[src/sv/salt_pkg.sv]
package salt_pkg;

  localparam int ADDR_W  = 58;
  localparam int WHO_W   = 3;
  localparam int STAMP_W = 32;
  localparam int ETAG_W  = 52;
  localparam int AW_W    = 5;
  localparam int WAY_O_W = 4;

  localparam logic CMD_LOOKUP  = 1'b0;
  localparam logic CMD_INSTALL = 1'b1;

  typedef struct packed {
    logic               command;
    logic [ADDR_W-1:0]  line_addr;
    logic               wr_req;
    logic [WHO_W-1:0]   requester;
    logic [STAMP_W-1:0] timestamp;
  } in_t;

  typedef struct packed {
    logic               hit;
    logic [WAY_O_W-1:0] way_used;
    logic               evicted_valid;
    logic               evicted_dirty;
    logic [ETAG_W-1:0]  evicted_tag;
    logic [WHO_W-1:0]   evicted_owner;
  } out_t;

  typedef struct packed {
    logic clearing;
  } stat_t;

endpackage

[src/sv/salt_front.sv]
module salt_front (
  input  logic           clk,
  input  logic           rst_n,
  input  logic           in_valid,
  output logic           in_ready,
  input  salt_pkg::in_t  in_data,
  input  salt_pkg::stat_t stat,
  output logic           q_valid,
  output salt_pkg::in_t  q_data,
  input  logic           q_pop
);

  salt_pkg::in_t ent_r [2];
  logic          wp_r, wp_nxt;
  logic          rp_r, rp_nxt;
  logic [1:0]    cnt_r, cnt_nxt;
  logic          push;

  assign in_ready = (cnt_r != 2'd2) && !stat.clearing;
  assign push     = in_valid && in_ready;
  assign q_valid  = (cnt_r != 2'd0);
  assign q_data   = ent_r[rp_r];

  always_comb begin
    wp_nxt  = push ? ~wp_r : wp_r;
    rp_nxt  = q_pop ? ~rp_r : rp_r;
    cnt_nxt = cnt_r + {1'b0, push} - {1'b0, q_pop};
  end

  always_ff @(posedge clk) begin
    if (!rst_n) begin
      wp_r  <= 1'b0;
      rp_r  <= 1'b0;
      cnt_r <= 2'd0;
    end else begin
      wp_r  <= wp_nxt;
      rp_r  <= rp_nxt;
      cnt_r <= cnt_nxt;
    end
  end

  always_ff @(posedge clk) begin
    if (push) begin
      ent_r[wp_r] <= in_data;
    end
  end

endmodule

[config.mk]
export PLATFORM = sky130hd
export DESIGN_NAME = salt_front
export DESIGN_NICKNAME = d
export VERILOG_FILES = /design/src/sv/salt_pkg.sv /design/src/sv/salt_front.sv
export SDC_FILE = /design/constraint.sdc
export NUM_CORES = 1
export LEC_CHECK = 0
export BUFFER_PORTS_ARGS = -buffer_cell sky130_fd_sc_hd__buf_2
export CORE_MARGIN = 3
export CORE_UTILIZATION = 50
export CTS_BUF_LIST = sky130_fd_sc_hd__clkbuf_8
export CTS_CLUSTER_SIZE = 8
export DETAILED_ROUTE_END_ITERATION = 16
export HOLD_SLACK_MARGIN = 0.03
export PLACE_DENSITY = 0.77
export SYNTH_ARGS = -nofsm -noshare
export SYNTH_HDL_FRONTEND = slang
export SYNTH_SLANG_ARGS = --single-unit
[constraint.sdc]
create_clock -name clk -period 3.65 [get_ports clk]
set_input_delay 0.1825 -clock clk [delete_from_list [all_inputs] [get_ports clk]]
set_output_delay 0.1825 -clock clk [all_outputs]
set_load 0.01 [all_outputs]
Word level (Yosys, flattened, before mapping)
Memory sizes are Yosys's and may differ from the RTL's. A register that Yosys moved wholly into a read port is not among the register bits.
Cells that the tools add are included.
{"block": "classes", "muxes": 4, "n_reduce_logical": 4, "n_eq_ne": 1, "bitwise_logic": 2, "n_addsub": 2}
{"op": "1-bit 2-to-1 mux", "count": 4}
{"op": "2-bit by 1-bit adder with 2-bit output", "count": 1}
{"op": "1-bit logical AND", "count": 2}
{"op": "2-bit inequality test, second input constant", "count": 1}
{"op": "1-bit NOT", "count": 2}
{"op": "2-bit nonzero test", "count": 1}
{"op": "2-bit by 1-bit subtractor with 2-bit output", "count": 1}
{"op": "1-bit logical NOT", "count": 1}
{"block": "totals", "ramBits": 190, "output_inout_bits": 97, "n_memories": 1, "elab_cells": 17, "ff_bits": 4}
{"name": "ent_r", "words": 2, "word_bits": 95, "rd": 1, "rd_clocked_by_memory_dff": 1, "write_ports": 1, "line_no": "salt_front.sv:13", "rtl": "salt_pkg::in_t ent_r [2];"}

Longest topological paths before layout
{"block": "depth", "ltp_word": 5, "depth_mapped": 9}

Least setup slack after synthesis
OpenSTA, ideal clock, no wires.
{"block": "synth_path", "kind": "register -> register", "from": "reg cnt_r[0]", "to": "mem ent_r[1][0] (netlist bit), enable pin", "setup_time_ps": 465, "path_slack_ps": 149, "stages_incl_launch_ff": 4, "t_arrival_ps": 3036, "path_cell_list": "dfxtp_1 and2b_1 nor2_1 and3_1"}
{"block": "synth_via", "elab_chain_cells": 5}
{"item": "start: declaration", "line_no": "salt_front.sv:16", "rtl": "logic [1:0] cnt_r, cnt_nxt;"}
{"item": "start signal: assignment", "line_no": "salt_front.sv:38", "rtl": "cnt_r <= cnt_nxt;"}
{"item": "2-bit inequality test", "line_no": "salt_front.sv:19", "rtl": "assign in_ready = (cnt_r != 2'd2) && !stat.clearing;"}
{"item": "1-bit logical AND", "line_no": "salt_front.sv:19"}
{"item": "via in_ready", "line_no": "salt_front.sv:5", "rtl": "output logic in_ready,"}
{"item": "1-bit logical AND", "line_no": "salt_front.sv:20", "rtl": "assign push = in_valid && in_ready;"}
{"item": "1-bit 2-to-1 mux", "line_no": "salt_front.sv:43", "rtl": "if (push) begin"}
{"item": "1-bit 2-to-1 mux (not written as such)", "line_no": "salt_front.sv:44", "rtl": "ent_r[wp_r] <= in_data;"}
{"item": "end: declaration", "line_no": "salt_front.sv:13"}
The timed path passes the listed nets, and every way through them passes these cells.

==> key figures <==
Run status
  • Status: completed

Cells and area
  • Design area: 9820 sq um
  • Net count, final: 728
  • Layout fillers: 917
  • Fin util: 69.9%
  • Layout cells sized above 1: 51.2%
  • Area growth syn-to-layout: 34.7%
  • Layout Cells excl Fill: 819
  • Area occupied by multi-input gates: 1380 sq um
  • Seq. cell area: 5810 sq um
  • ANT cells: 0

Global route
  • Largest net degree at the start of global routing: 66
  • Global-route wire length before repair: 22300 um
  • GR Overflow Total: 0
  • Global-route usage over all layers: 18.0%
  • Vias in the first global route: 4345
  • Antenna violations before repair: 0

Synthesis
  • Synthesized instance count: 322
  • Synth area leader: edfxtp_1
  • Synth Warn #: 0
  • Async set-or-reset flop fraction in the synthesized netlist: 0%
  • Top-count cell post-synth: edfxtp_1
  • Syn avg cell area: 22.6 sq um
  • Synth Flop Type: edfxtp_1
  • Yosys reg bits: 195
  • Synth top cells by count: 190 x edfxtp_1, 50 x mux2_4, 45 x mux2_2
  • Synthesized area: 7290 sq um
  • Synth unique cells: 21
  • Post-synth top area share: 78.3%
  • Seq/Total Area, Yosys: 79.7%
  • EDFF count, synth: 190
  • Largest cells by area after synthesis: edfxtp_1 78%, mux2_4 10%, mux2_2 7.0%, dfxtp_1 1.4%, buf_6 0.93%
  • Synthesized Nets: 424

Setup path
  • CP Capture Type: output pin
  • Slowest-stage cell, CP: dfxtp_4
  • Worst Setup Path Type: flop to output pin
  • CP startpoint kind: flop
  • Crit path buffers/inverters: 2
  • Delay-heaviest family, CP: flip-flops
  • Crit-path cells: buf_12 -> mux2_2 -> buf_2
  • Worst path max stage delay: 0.67 ns
  • Crit path max fanout: 65
  • Crit path arrival time: 2.20 ns
  • WP data required: 3.47 ns

Pwr
  • Comb power frac: 14.2%
  • Clk network pwr share: 28.6%
  • Maximum VDD drop: 0.000244 V
  • Pleak: 3.78 nW
  • Final Power: 4.61 mW
  • P per Cell Area: 469 nW/um^2
  • Pint: 3.55 mW
  • Net load switching power: 1.06 mW
  • Switching share of power: 23.1%
  • Register share of total power: 57.2%

Timing
  • Rel. slew slack: 55.4%
  • Hold slack: 0.160 ns
  • Clock Skews: 0.00960 ns
  • Fmax: 420 MHz
  • Worst Max-Slew Pin Slew: 0.669 ns
  • Crit path time final: 2.38 ns
  • TNS Setup: 0 ns
  • Final WS setup: 1.27 ns
  • Tcrit/Tclk final: 65.3%
  • Fin. Hold Viols: 0
  • RSZ-0062 raised after global routing: no
  • Final setup vio count: 0
  • Slew Viols, Final: 0

Drt
  • DRT iter0 DRCs: 312
  • 1st-pass router iterations: 5
  • Vias per inst: 4.92
  • Total wire length: 14200 um
  • WL/cell: 17.4 um
  • Final routed DRC violation total: 0
  • Post-route ant nets: 0
  • Vias: 4026

Placed design
  • Worst Setup Slack post-DPL: 1.47 ns
  • Placed instance area: 8470 sq um
  • Gp weighted congestion: 0.756
  • Number of I/O port buffers: 196
  • DP Wirelength: 8630 um
  • Dpl cells: 690

Die
  • Die Ht: 127 um
  • Die Area: 16100 sq um
  • Core Rows: 43
  • Area of the core: 14000 sq um
  • Top Ports: 197
  • Starting Density: 51.9%
  • Chip width: 127 um

Min path
  • Worst hold path type: input port to flop

Clock network
  • CTS Sinks: 195
  • Post-CTS sizing: 0
  • H-Tree Depth: 4
  • Clock Latency Late Sink: 0.44 ns
  • Post-CTS Setup Bufs: 0
  • Root Driver: clkbuf_8
  • CTS buffer count: 17
  • CTS tree: built
  • Longest Clk Path Bufs: 2
  • Clock-pin slew on the worst setup and hold paths: 0.09 ns

Flow run
  • Max cap viols: 0
## cell families after synthesis
kind of cell / synth area share (%)
mux: 17.3
xor+xnor: 0.361
simple gates: 0.790
buf+inv: 1.43
flops: 79.7
fa+ha+maj: 0.343
compound gates: 0.137
## cell type report
class / count / share of cell area (%)
timing repair buffer: 296 / 20.5
clock inverter: 15 / 1.44
inverter: 3 / 0.140
multi-input combinational: 113 / 14.1
sequential: 195 / 59.2
tap: 180 / 2.29
clock buffer: 17 / 2.38
## worst min-delay path, cell delays in order
cell,delay (ns)
buf_2,0.11
nand2b_1,0.06
o21ai_0,0.14
a21oi_1,0.07
## sequential cells by signal, summed over array words and instances (netlist names), named ones only
name / count
rp_r: 1
cnt_r: 2
wp_r: 1
ent_r: 190
## placed cells by master (no fill, tap or decap), types with 3 or more instances in the layout
cell             n
mux2_2          45
clkbuf_8        17
edfxtp_1       190
clkinv_2         3
mux2_4          50
buf_12           3
buf_2          196
clkinvlp_4       5
inv_1            3
dfxtp_1          4
dlygate4sd3_1   97
nor2_1           4
## final timing paths
check | start | to | slack [ns] | depth (start not counted)
worst max-delay path | flop | q_data[2] | 1.27 | 3
worst min-delay path | in_valid | wp_r | 0.16 | 4
worst min register to register | wp_r | wp_r | 0.52 | 2
worst max register to register | cnt_r[0] | ent_r[1][14] | 1.47 | 4
## power groups by stage
stage	sequential (mW)	combinational, mW	clock, mW
after floorplan	2.67	0.363	0
after global placement	2.68	0.561	0
after detailed placement	2.69	0.575	0
after CTS	2.64	0.659	1.35
after global routing	2.65	0.704	1.45
final	2.64	0.655	1.32
## what timing repair did
item | CTS | global route
endpoints found under the setup margin | 0 | 0
hold buffers | 97 | 0
hold endpoints to repair | 194 | 0
## layer usage
| metal | part of all wire [%] | track usage (%) |
|---|---|---|
| met1 | 41 | 22.4 |
| met2 | 51 | 30.3 |
| met3 | 6.5 | 5.64 |
| met4 | 1.3 | 5.93 |
| met5 | 0 | 0 |
Note: power is estimated with default switching activity, not from simulation.
